<file path="src/rtl/core/eawa_pkg.sv">
// ----------------------------------------------------------------------------
// eawa_pkg: shared types and constants
// Beat layouts, field widths and register indexes for the energy meter
// with running window average.
// ----------------------------------------------------------------------------
package eawa_pkg;

  // Field widths
  localparam int PWR_W      = 16;  // power sample
  localparam int NOW_W      = 64;  // microsecond timestamp
  localparam int WIN_W      = 16;  // window length in ms
  localparam int SAVE_W     = 32;  // save interval in us
  localparam int TOTAL_W    = 48;  // total_energy field
  localparam int WFIG_W     = 32;  // window_energy field
  localparam int CFG_IDX_W  = 1;
  localparam int CFG_DATA_W = 32;

  // Whole-ms conversion
  localparam int US_PER_MS = 1000;
  localparam int US_REM_W  = 10;   // remainder < 1000

  // Energy increment clamps ms at 2^48
  localparam int EMS_W = 49;

  // Iteration counter, long enough for the 64-step ms divide
  localparam int CNT_W = 6;

  // Register reset values
  localparam logic [WIN_W-1:0]  WINDOW_RESET = 16'd5000;
  localparam logic [SAVE_W-1:0] SAVE_RESET   = 32'd5000000;

  // Register indexes
  localparam logic [CFG_IDX_W-1:0] REG_WINDOW_MS     = 1'd0;
  localparam logic [CFG_IDX_W-1:0] REG_SAVE_INTERVAL = 1'd1;

  typedef struct packed {
    logic signed [PWR_W-1:0] power_sample;
    logic [NOW_W-1:0]        now_us;
  } in_t;

  typedef struct packed {
    logic signed [TOTAL_W-1:0] total_energy;
    logic signed [WFIG_W-1:0]  window_energy;
    logic                      updated;
    logic                      save_request;
  } out_t;

endpackage

</file>
<file path="src/rtl/core/energy_accumulator_window_average_unit.sv">
// ----------------------------------------------------------------------------
// energy_accumulator_window_average_unit: energy meter with window average
// Accumulates power * elapsed ms into a saturating total, keeps a running
// per-ms average over a growing window, and flags periodic save requests.
// ----------------------------------------------------------------------------
// Each sample beat runs the us-to-ms divide; when at least one whole ms passed,
// the energy and average products, the total saturation and, if the gap is
// shorter than the window, the average divide follow; then the window product
// and the result beat. One item at a time: a new beat is taken only after the
// last result is loaded. Bit-serial loops: 64 steps for the us-to-ms divide,
// SUM_W steps for the average divide, 16 steps each for the two multiply passes.
// Reset (synchronous, rst high) clears total, average, fill length and both
// timestamps, and loads window_ms = 5000 and save_interval_us = 5000000.
// ----------------------------------------------------------------------------
module energy_accumulator_window_average_unit
  import eawa_pkg::*;
#(
  parameter int ENERGY_BITS       = 48,
  parameter int AVG_FRACTION_BITS = 16
) (
  input  logic                  clk,
  input  logic                  rst,
  // sample channel
  input  logic                  in_valid,
  output logic                  in_ready,
  input  in_t                   in_data,
  // result channel
  output logic                  out_valid,
  input  logic                  out_ready,
  output out_t                  out_data,
  // configuration writes
  input  logic                  cfg_we,
  input  logic [CFG_IDX_W-1:0]  cfg_index,
  input  logic [CFG_DATA_W-1:0] cfg_data
);

  // Average holds a power value with AVG_FRACTION_BITS fraction bits.
  localparam int AVG_W = PWR_W + AVG_FRACTION_BITS;
  // avg * (len - ms) + scaled * ms, and later avg * window
  localparam int SUM_W = AVG_W + WIN_W + 1;
  // power * clamped ms
  localparam int INC_W = PWR_W + EMS_W;
  localparam int SAT_W = INC_W + 1;

  localparam logic signed [SAT_W-1:0] EMAX =
    {{(SAT_W-ENERGY_BITS+1){1'b0}}, {(ENERGY_BITS-1){1'b1}}};
  localparam logic signed [SAT_W-1:0] EMIN = ~EMAX;
  localparam logic signed [SUM_W-1:0] WMAX =
    {{(SUM_W-WFIG_W+1){1'b0}}, {(WFIG_W-1){1'b1}}};
  localparam logic signed [SUM_W-1:0] WMIN = ~WMAX;
  localparam logic signed [SUM_W-1:0] FRAC_MASK =
    {{(SUM_W-AVG_FRACTION_BITS){1'b0}}, {AVG_FRACTION_BITS{1'b1}}};

  // Sequencer states
  localparam logic [2:0] S_IDLE  = 3'd0;  // wait for a sample beat
  localparam logic [2:0] S_MSDIV = 3'd1;  // elapsed us / 1000, one bit a cycle
  localparam logic [2:0] S_CHECK = 3'd2;  // window clamp, save check, load mults
  localparam logic [2:0] S_MUL   = 3'd3;  // energy and average products
  localparam logic [2:0] S_POST  = 3'd4;  // saturate total, set up divide
  localparam logic [2:0] S_ADIV  = 3'd5;  // sum / len, one bit a cycle
  localparam logic [2:0] S_WLOAD = 3'd6;  // start avg * window on S_MUL's datapath
  localparam logic [2:0] S_DONE  = 3'd7;  // hold until the result register frees

  // ---------------------------------------------------------------- state
  logic [2:0]                    state;
  logic                          wmul;      // S_MUL is running the window product

  // configuration
  logic [WIN_W-1:0]              window_ms;
  logic [SAVE_W-1:0]             save_interval_us;

  // architectural state
  logic signed [ENERGY_BITS-1:0] energy_total;
  logic signed [AVG_W-1:0]       avg_per_ms;
  logic [WIN_W-1:0]              filled_ms;
  logic [NOW_W-1:0]              last_sample_us;
  logic [NOW_W-1:0]              last_save_us;

  // per-item datapath
  logic signed [PWR_W-1:0]       power;
  logic [NOW_W-1:0]              now;
  logic [CNT_W-1:0]              cnt;
  logic [NOW_W-1:0]              ms_div;    // elapsed us in, whole ms out
  logic [US_REM_W-1:0]           ms_rem;
  logic                          upd;
  logic                          save;
  logic                          full;      // gap covers the whole window
  logic [WIN_W-1:0]              len;
  logic signed [INC_W-1:0]       e_mc;
  logic [PWR_W-1:0]              e_mp;
  logic signed [INC_W-1:0]       e_acc;
  logic signed [SUM_W-1:0]       a_mc;
  logic signed [SUM_W-1:0]       s_mc;
  logic [WIN_W-1:0]              k_mp;
  logic [WIN_W-1:0]              m_mp;
  logic signed [SUM_W-1:0]       a_acc;
  logic [SUM_W-1:0]              dv;        // |sum| in, quotient out
  logic [WIN_W-1:0]              dv_rem;
  logic                          neg;

  // ---------------------------------------------------------------- comb
  logic [US_REM_W:0]             ms_r2;
  logic                          ms_ge;
  logic [NOW_W-1:0]              ms_div_next;
  logic [US_REM_W-1:0]           ms_rem_next;

  logic [WIN_W:0]                dv_r2;
  logic                          dv_ge;
  logic [SUM_W-1:0]              dv_next;
  logic [WIN_W-1:0]              dv_rem_next;

  logic [WIN_W-1:0]              weff;
  logic                          ms_nz;
  logic                          ms_full;
  logic [WIN_W-1:0]              ms16;
  logic [WIN_W:0]                fsum;
  logic [WIN_W-1:0]              len_c;
  logic [NOW_W-1:0]              since_save;
  logic                          ms_big;
  logic [EMS_W-1:0]              ems;
  logic signed [AVG_W-1:0]       scaled;

  logic signed [INC_W-1:0]       e_add;
  logic signed [SUM_W-1:0]       a_add;
  logic signed [SAT_W-1:0]       e_sum;
  logic signed [SAT_W-1:0]       e_sat;
  logic signed [SUM_W-1:0]       a_mag;

  logic signed [SUM_W-1:0]       w_adj;
  logic signed [SUM_W-1:0]       w_quo;
  logic signed [WFIG_W-1:0]      w_fig;
  logic                          out_load;

  assign in_ready = (state == S_IDLE);
  assign out_load = (state == S_DONE) && (!out_valid || out_ready);

  // restoring divide by 1000
  always_comb begin
    ms_r2       = {ms_rem, ms_div[NOW_W-1]};
    ms_ge       = (ms_r2 >= (US_REM_W+1)'(US_PER_MS));
    ms_rem_next = ms_ge ? US_REM_W'(ms_r2 - (US_REM_W+1)'(US_PER_MS))
                        : ms_r2[US_REM_W-1:0];
    ms_div_next = {ms_div[NOW_W-2:0], ms_ge};
  end

  // restoring divide by the clamped window length
  always_comb begin
    dv_r2       = {dv_rem, dv[SUM_W-1]};
    dv_ge       = (dv_r2 >= {1'b0, len});
    dv_rem_next = dv_ge ? WIN_W'(dv_r2 - {1'b0, len}) : dv_r2[WIN_W-1:0];
    dv_next     = {dv[SUM_W-2:0], dv_ge};
  end

  // window clamp and save check, used in S_CHECK
  always_comb begin
    weff       = (window_ms == '0) ? WIN_W'(1) : window_ms;
    ms_nz      = |ms_div;
    ms16       = ms_div[WIN_W-1:0];
    ms_full    = (|ms_div[NOW_W-1:WIN_W]) || (ms16 >= weff);
    fsum       = {1'b0, filled_ms} + {1'b0, ms16};
    len_c      = (fsum > {1'b0, weff}) ? weff : fsum[WIN_W-1:0];
    since_save = now - last_save_us;
    // ms above 2^48 is clamped for the energy increment
    ms_big     = (|ms_div[NOW_W-1:EMS_W]) ||
                 (ms_div[EMS_W-1] && (|ms_div[EMS_W-2:0]));
    ems        = ms_big ? {1'b1, {(EMS_W-1){1'b0}}} : ms_div[EMS_W-1:0];
    scaled     = {power, {AVG_FRACTION_BITS{1'b0}}};
  end

  // shift-add steps; the power MSB carries negative weight
  always_comb begin
    e_add = '0;
    if (e_mp[0]) begin
      e_add = (cnt == '0) ? -e_mc : e_mc;
    end
    a_add = (k_mp[0] ? a_mc : SUM_W'(0)) + (m_mp[0] ? s_mc : SUM_W'(0));
  end

  // saturating total and divide setup
  always_comb begin
    e_sum = SAT_W'(energy_total) + SAT_W'(e_acc);
    if (e_sum > EMAX) begin
      e_sat = EMAX;
    end else if (e_sum < EMIN) begin
      e_sat = EMIN;
    end else begin
      e_sat = e_sum;
    end
    a_mag = a_acc[SUM_W-1] ? -a_acc : a_acc;
  end

  // window figure: avg * window / 2^F toward zero, clamped to 32 bits
  always_comb begin
    w_adj = a_acc + (a_acc[SUM_W-1] ? FRAC_MASK : SUM_W'(0));
    w_quo = w_adj >>> AVG_FRACTION_BITS;
    if (w_quo > WMAX) begin
      w_fig = WFIG_W'(WMAX);
    end else if (w_quo < WMIN) begin
      w_fig = WFIG_W'(WMIN);
    end else begin
      w_fig = WFIG_W'(w_quo);
    end
  end

  // ---------------------------------------------------------------- control
  always_ff @(posedge clk) begin
    if (rst) begin
      state            <= S_IDLE;
      wmul             <= 1'b0;
      out_valid        <= 1'b0;
      window_ms        <= WINDOW_RESET;
      save_interval_us <= SAVE_RESET;
      energy_total     <= '0;
      avg_per_ms       <= '0;
      filled_ms        <= '0;
      last_sample_us   <= '0;
      last_save_us     <= '0;
    end else begin
      if (cfg_we) begin
        case (cfg_index)
          REG_WINDOW_MS:     window_ms        <= cfg_data[WIN_W-1:0];
          REG_SAVE_INTERVAL: save_interval_us <= cfg_data[SAVE_W-1:0];
          default: ;
        endcase
      end

      if (out_load) begin
        out_valid <= 1'b1;
      end else if (out_ready) begin
        out_valid <= 1'b0;
      end

      case (state)
        S_IDLE: begin
          if (in_valid) begin
            state <= S_MSDIV;
          end
        end
        S_MSDIV: begin
          if (cnt == '0) begin
            state <= S_CHECK;
          end
        end
        S_CHECK: begin
          if (ms_nz) begin
            last_sample_us <= now;
            if (since_save > NOW_W'(save_interval_us)) begin
              last_save_us <= now;
            end
            wmul  <= 1'b0;
            state <= S_MUL;
          end else begin
            state <= S_WLOAD;
          end
        end
        S_MUL: begin
          if (cnt == '0) begin
            state <= wmul ? S_DONE : S_POST;
          end
        end
        S_POST: begin
          energy_total <= ENERGY_BITS'(e_sat);
          if (full) begin
            avg_per_ms <= scaled;
            filled_ms  <= weff;
            state      <= S_WLOAD;
          end else begin
            filled_ms  <= len;
            state      <= S_ADIV;
          end
        end
        S_ADIV: begin
          if (cnt == '0) begin
            avg_per_ms <= neg ? -AVG_W'(dv_next) : AVG_W'(dv_next);
            state      <= S_WLOAD;
          end
        end
        S_WLOAD: begin
          wmul  <= 1'b1;
          state <= S_MUL;
        end
        S_DONE: begin
          if (out_load) begin
            state <= S_IDLE;
          end
        end
        default: state <= S_IDLE;
      endcase
    end
  end

  // ---------------------------------------------------------------- datapath
  always_ff @(posedge clk) begin
    case (state)
      S_IDLE: begin
        power  <= in_data.power_sample;
        now    <= in_data.now_us;
        ms_div <= in_data.now_us - last_sample_us;
        ms_rem <= '0;
        cnt    <= CNT_W'(NOW_W - 1);
      end
      S_MSDIV: begin
        ms_div <= ms_div_next;
        ms_rem <= ms_rem_next;
        cnt    <= cnt - CNT_W'(1);
      end
      S_CHECK: begin
        upd   <= ms_nz;
        save  <= ms_nz && (since_save > NOW_W'(save_interval_us));
        full  <= ms_full;
        len   <= len_c;
        e_mc  <= INC_W'(ems);
        e_mp  <= power;
        e_acc <= '0;
        a_mc  <= SUM_W'(avg_per_ms);
        s_mc  <= SUM_W'(scaled);
        k_mp  <= len_c - ms16;
        m_mp  <= ms16;
        a_acc <= '0;
        cnt   <= CNT_W'(WIN_W - 1);
      end
      S_MUL: begin
        if (!wmul) begin
          e_acc <= e_acc + e_add;
          e_mc  <= e_mc <<< 1;
          e_mp  <= e_mp >> 1;
        end
        a_acc <= a_acc + a_add;
        a_mc  <= a_mc <<< 1;
        s_mc  <= s_mc <<< 1;
        k_mp  <= k_mp >> 1;
        m_mp  <= m_mp >> 1;
        cnt   <= cnt - CNT_W'(1);
      end
      S_POST: begin
        neg    <= a_acc[SUM_W-1];
        dv     <= a_mag;
        dv_rem <= '0;
        cnt    <= CNT_W'(SUM_W - 1);
      end
      S_ADIV: begin
        dv     <= dv_next;
        dv_rem <= dv_rem_next;
        cnt    <= cnt - CNT_W'(1);
      end
      S_WLOAD: begin
        a_mc  <= SUM_W'(avg_per_ms);
        k_mp  <= weff;
        m_mp  <= '0;
        a_acc <= '0;
        cnt   <= CNT_W'(WIN_W - 1);
      end
      S_DONE: begin
        if (out_load) begin
          out_data.total_energy  <= TOTAL_W'(energy_total);
          out_data.window_energy <= w_fig;
          out_data.updated       <= upd;
          out_data.save_request  <= save;
        end
      end
      default: ;
    endcase
  end

endmodule
</file>
<file path="config.mk">
export PLATFORM = sky130hd
export DESIGN_NAME = energy_accumulator_window_average_unit
export DESIGN_NICKNAME = d
export VERILOG_FILES = /design/src/rtl/core/eawa_pkg.sv /design/src/rtl/core/energy_accumulator_window_average_unit.sv
export SDC_FILE = /design/constraint.sdc
export NUM_CORES = 2
export LEC_CHECK = 0
export ABC_AREA = 1
export BUFFER_PORTS_ARGS = -buffer_cell sky130_fd_sc_hd__buf_2
export CORE_MARGIN = 10
export CORE_UTILIZATION = 60
export CTS_BUF_LIST = sky130_fd_sc_hd__clkbuf_4 sky130_fd_sc_hd__clkbuf_8 sky130_fd_sc_hd__clkbuf_16
export CTS_CLUSTER_SIZE = 24
export DETAILED_ROUTE_END_ITERATION = 8
export MAX_ROUTING_LAYER = met4
export PLACE_DENSITY = 0.77
export SETUP_SLACK_MARGIN = 0.05
export SYNTH_ARGS = -nofsm -noshare
export SYNTH_HDL_FRONTEND = slang
export SYNTH_SLANG_ARGS = --single-unit
export TNS_END_PERCENT = 50
</file>
<file path="constraint.sdc">
create_clock -name clk -period 16.26 [get_ports clk]
set_input_delay 0.813 -clock clk [delete_from_list [all_inputs] [get_ports clk]]
set_output_delay 0.813 -clock clk [all_outputs]
set_load 0.005 [all_outputs]
</file>
== Yosys cells after proc, flatten, opt, wreduce, memory -nomap -nowiden ==
Cells that the tools add are included.

* $add $sub $neg: 15
* Multiply operators: 0
* Divide/modulo/power cells: 0
* Order comparisons: 9
* Eq/ne operators: 15
* Shift-type cells: 0
* Multiplexer cells: 48
* Bitwise operators: 1
* Reductions and logical operators: 33

{| class="wikitable"
|+ Operator list
! cell !! count
|-
| $pmux W49 S2 || 4
|-
| $mux W65 || 4
|-
| $pmux W65 S2 || 2
|-
| $mux W49 || 4
|-
| $mux W32 || 4
|-
| $pmux W64 S2 || 1
|-
| $sub A64 B64 Y64 || 2
|-
| $add A49 B49 Y49 || 2
|-
| $mux W16 || 6
|-
| $mux W48 || 2
|-
| $pmux W16 S3 || 2
|-
| $reduce_or A48 Y1 || 2
|-
| $add A48 B65 Y66 || 1
|-
| $gt A66 B48 Y1 const B || 1
|-
| $lt A66 B48 Y1 const B || 1
|-
| $add A65 B65 Y65 || 1
|-
| $neg A65 Y65 || 1
|-
| $gt A64 B32 Y1 || 1
|-
| $pmux W16 S2 || 2
|-
| $pmux W32 S2 || 1
|-
| $reduce_or A64 Y1 || 1
|-
| $add A49 B17 Y49 || 1
|-
| $neg A49 Y49 || 1
|-
| $gt A33 B32 Y1 const B || 1
|-
| 38 further kinds || 73
|}

* Register bits after elaboration: 929
* Latch bits: 0
* Bits in writable memories: 0
* Memory bits (read-only): 0
* Bits of input ports: 118
* Word-level logic and storage cells: 155
* Memories kept: 0

== Logic depth before layout (Yosys ltp) ==
* Depth after elaboration: 6
* Depth in mapped cells: 40

== Least setup slack after synthesis ==
OpenSTA, ideal clock, no wires.

* Path kind: reg2reg
* Start: reg state[1]
* End: reg e_acc[0], enable pin
* Arrival time: 12.807 ns
* Slack: 2.600 ns
* Stages on the path, launching flop included: 6
* Buffers on the path: 1
* Cells stage by stage: dfxtp_1 -> inv_1 -> nor2_1 -> nand2_1 -> clkbuf_1 -> o21ai_0

* Word-level cells in the longest chain between the ends: 3

{| class="wikitable"
|+ RTL lines
! element !! line !! text
|-
| start: declaration || energy_accumulator_window_average_unit.sv:65 || <nowiki>logic [2:0] state;</nowiki>
|-
| start signal: assignment || energy_accumulator_window_average_unit.sv:258 || <nowiki>state <= wmul ? S_DONE : S_POST;</nowiki>
|-
| $eq A3 B2 Y1 || energy_accumulator_window_average_unit.sv:294 || <nowiki>case (state)</nowiki>
|-
| $ne A2 B2 Y1 (no source line) or $reduce_bool A2 Y1 (tied branches) || -- ||
|-
| $reduce_and A2 Y1 (no source line) * || -- ||
|-
| end signal: assignment || energy_accumulator_window_average_unit.sv:324 || <nowiki>e_acc <= e_acc + e_add;</nowiki>
|-
| end: declaration || energy_accumulator_window_average_unit.sv:91 || <nowiki>logic signed [INC_W-1:0] e_acc;</nowiki>
|}

Mark *: on every way between the ends. The rest lies on a longest branch, timed or not.
A chain may end at the register's enable or synchronous reset.

== Worst setup path after layout ==
* Start: reg ms_div[2]
* End: reg k_mp[13], data pin

* Word-level cells in the longest chain between the ends: 5

{| class="wikitable"
|+ RTL lines
! element !! line !! text
|-
| start: declaration || energy_accumulator_window_average_unit.sv:83 || <nowiki>logic [NOW_W-1:0] ms_div;</nowiki>
|-
| start signal: assignment || energy_accumulator_window_average_unit.sv:298 || <nowiki>ms_div <= in_data.now_us - last_sample_us;</nowiki>
|-
| start signal: assignment || energy_accumulator_window_average_unit.sv:303 || <nowiki>ms_div <= ms_div_next;</nowiki>
|-
| $add A16 B16 Y17 || energy_accumulator_window_average_unit.sv:160 || <nowiki>fsum = {1'b0, filled_ms} + {1'b0, ms16};</nowiki>
|-
| $gt A17 B16 Y1 || energy_accumulator_window_average_unit.sv:161 || <nowiki>len_c = (fsum > {1'b0, weff}) ? weff : fsum[WIN_W-1:0];</nowiki>
|-
| $mux W16 || energy_accumulator_window_average_unit.sv:161 ||
|-
| net len_c[1] || energy_accumulator_window_average_unit.sv:117 || <nowiki>logic [WIN_W-1:0] len_c;</nowiki>
|-
| $sub A16 B16 Y16 || energy_accumulator_window_average_unit.sv:317 || <nowiki>k_mp <= len_c - ms16;</nowiki>
|-
| $pmux W16 S3 || energy_accumulator_window_average_unit.sv:294 ||
|-
| end signal: assignment || energy_accumulator_window_average_unit.sv:317 ||
|-
| end signal: assignment || energy_accumulator_window_average_unit.sv:331 || <nowiki>k_mp <= k_mp >> 1;</nowiki>
|-
| end signal: assignment || energy_accumulator_window_average_unit.sv:348 || <nowiki>k_mp <= weff;</nowiki>
|-
| end: declaration || energy_accumulator_window_average_unit.sv:94 || <nowiki>logic [WIN_W-1:0] k_mp;</nowiki>
|}

The timed path passes the listed nets, and every way through them passes these cells.

==> impl_metrics.py <==
metrics = {
    "yosys": {
        "synth_area_um2": 67000,
        "synth_area_leaders": "edfxtp_1 (28%), nand2_1 (13%), ha_1 (8.4%), dfxtp_1 (8.3%), inv_1 (7.5%)",
        "yosysWarnings": 0,
        "yosysTopAreaCellShare_pct": 28.5,
        "synth.most_common_cell": "nand2_1",
        "synth_top_area_cell": "edfxtp_1",
        "synth-edff-count": 636,
        "synth_commonest_cells": "nand2_1 (2279), inv_1 (1338), nor2_1 (1095)",
        "ys_seq_area_share_pct": 36.8,
        "syn_inst": 9349,
        "ys.flop_type": "edfxtp_1",
        "ys_types": 62,
        "synth_fp_nets": 9956,
        "ys_async_sr_fraction_pct": 0,
        "syn_avg_cell_area_um2": 7.17,
        "synth_seq_cells": 913,
    },
    "power_and_ir_drop": {
        "power.switching_mw": 3.13,
        "p_per_area_nw_per_um2": 115,
        "pwr-share-seq_pct": 36.7,
        "power_frac_comb_pct": 34.3,
        "p_int_mw": 5.21,
        "ir_worst_vdd_mv": 0.0964,
        "p_sw_share_pct": 37.5,
        "p_clk_share_pct": 29.0,
        "power_leakage_nw": 32.4,
    },
    "flow_run": {
        "maxCapViolCount": 0,
    },
    "global_route": {
        "grt_start_max_net_pins": 112,
        "grt_pass1_vias": 61800,
        "grt_pass1_wl_um": 340000,
        "overflow": 0,
        "grtUsageTotal_pct": 34.8,
        "antenna_found_initial": 1,
    },
    "sta": {
        "fin_crit_sh_pct": 45.4,
        "fmax_ghz": 0.135,
        "skew_ns": 0.0401,
        "report.final.slew_viol_count": 0,
        "tightest_slew_ns": 1.39,
        "rsz0062_at_grt": "false",
        "finalSetupViolations": 0,
        "tns_ns": 0,
        "max_slew_margin_pct": 7.18,
        "final_hold_viol_count": 0,
        "period_needed_ns": 7.39,
    },
    "floorplan": {
        "start_util_pct": 60.5,
        "die_area_um2": 126000,
        "die_w_um": 354,
        "core_um2": 111000,
        "die_h_um": 354,
        "num_rows": 122,
        "ios": 202,
    },
    "clock_network": {
        "h-tree-depth": 3,
        "numCtsBuffers": 101,
        "clock_path_buffers": 3,
        "cts_num_sinks": 913,
        "cts_resized": 0,
        "cts_root_buffer": "clkbuf_16",
        "ctsHoldBuffers": 0,
        "clock_latency_ns": 0.72,
        "post-cts-setup-buffers": 0,
        "cts_tree": "built",
        "path_clk_slew_ns": 0.06,
    },
    "critical_path": {
        "end_kind": "register",
        "criticalPathCategory": "register to register",
        "cpMaxStageDelayCell": "o21ai_0",
        "required_ns": 16.71,
        "crit_arrival_ns": 7.83,
        "critPathLaunchType": "register",
        "worstPathMaxFanout": 31,
        "crit_family": "compound AO/OA/AOI/OAI gates",
        "path_common_cell": "o21ai_0",
        "cp_num_buf_inv": 0,
        "max_stage_delay_ns": 0.64,
    },
    "layout": {
        "final_area_um2": 72800,
        "drive_above_1_share_pct": 5.80,
        "multi_input_area_um2": 36300,
        "fill_cells": 9737,
        "regArea_um2": 24600,
        "fin_nets": 10100,
        "syn_to_final_growth_pct": 8.63,
    },
    "drt": {
        "detail-route-antenna-nets": 0,
        "drt_pre_antenna_iters": 6,
        "drc_errors": 0,
        "drt_iter0_drc": 6288,
        "dr_total_vias": 64800,
        "wirelength_um": 221000,
        "wl_per_cell_um": 20.0,
        "vias_per_cell": 5.87,
    },
    "placement": {
        "hpwl_um": 173000,
        "portBuffers": 201,
        "place_congestion": 1.06,
        "dpl_cell_area_um2": 69300,
    },
    "outcome": {
        "outcome": "finished, final reports clean",
    },
    "hold_path": {
        "hold_path_class": "primary input to register",
    },
}
==> cells in the final DEF, fill, tap and decap left out, drive strengths merged, types with 34 or more instances in the layout <==
cell type,instances
o21ai,687
buf,244
ha,449
xor2,125
edfxtp,636
nor2,1109
o21bai,41
fa,40
nand4,92
nor4,68
o21a,63
xnor2,75
a31oi,111
a211oi,67
clkbuf,149
o211ai,44
a21oi,887
nand3,351
nand2,2288
inv,1368
nor3,118
or2,34
dfxtp,277
==> cells by family after synthesis <==
group | Yosys count | share of synthesized area (%)
simple gates | 4114 | 25.1
compound gates | 2029 | 16.7
buf+inv | 1604 | 9.24
flops | 913 | 36.8
fa+ha+maj | 489 | 9.57
xor+xnor | 200 | 2.61
==> per-layer routing <==
layer | vias up | part of all wire [%] | GRT usage, %
li1 | 31400 | - | -
met1 | 29700 | 40 | 43.1
met2 | 3079 | 46 | 56.6
met3 | 641 | 7.8 | 3.97
met4 | 0 | 5.8 | 17.0
met5 | - | 0 | -
==> sequential cells by signal (all words and copies together) (netlist names), 64 cells and up <==
name,cells
now,64
last_sample_us,64
e_acc,65
last_save_us,64
out_data,82
e_mc,65
ms_div,64
==> final cells by class <==
cell class | count | share of cell area (%)
Inverter | 1368 | 7.06
Tap cell | 1488 | 2.56
Clock buffer | 149 | 4.25
Multi-Input combinational cell | 6832 | 49.9
Timing Repair Buffer | 244 | 1.84
Clock inverter | 42 | 0.579
Sequential cell | 913 | 33.8
Antenna cell | 1 | 0.00344
==> worst paths after layout <==
path	startpoint	slack, ns	cells after the start	end
max	ms_div[2]$_DFFE_PP_	8.87	30	k_mp[13]$_DFFE_PP_
min	in_data[69]	0.30	1	power[5]$_DFFE_PP_
max reg2reg	ms_div[2]$_DFFE_PP_	8.87	30	k_mp[13]$_DFFE_PP_
min reg2reg	save$_DFFE_PP_	0.42	0	out_data[0]$_DFFE_PP_
==> worst register-to-register path: cells and delay by family, from the launching register on <==
family	cells	cell delay [ns]
adders and majority gates	3	1.01
DFF	1	0.46
and+or+nand+nor	12	1.71
AOI/OAI and AO/OA	14	3.76
xor gates and xnor gates	1	0.18
==> through the flow <==
| stage | hold slack (ns) | utilization, % | worst slack, ns | cells | total power [mW] |
|---|---|---|---|---|---|
| 2_1_floorplan | 0.400 | - | 2.60 | 9349 | 5.06 |
| 3_3_place_gp | 0.400 | 62.5 | 9.07 | 10800 | 5.81 |
| 3_5_place_dp | 0.405 | 62.5 | 9.01 | 10800 | 5.88 |
| 4_1_cts | 0.277 | 65.7 | 9.00 | 11000 | 8.29 |
| 5_1_grt | 0.280 | 65.7 | 8.11 | 11000 | 8.80 |
| 6_report | 0.301 | 65.7 | 8.87 | 11000 | 8.35 |
==> power groups by stage <==
stage,registers (mW),clock network (mW),logic [mW]
CTS,3.05,2.43,2.81
global placement,3.08,0,2.73
floorplan,3.03,0,2.03
global route,3.08,2.53,3.20
finish,3.06,2.42,2.87
detailed placement,3.10,0,2.78
No activity file was read; power rests on OpenSTA's default activity.
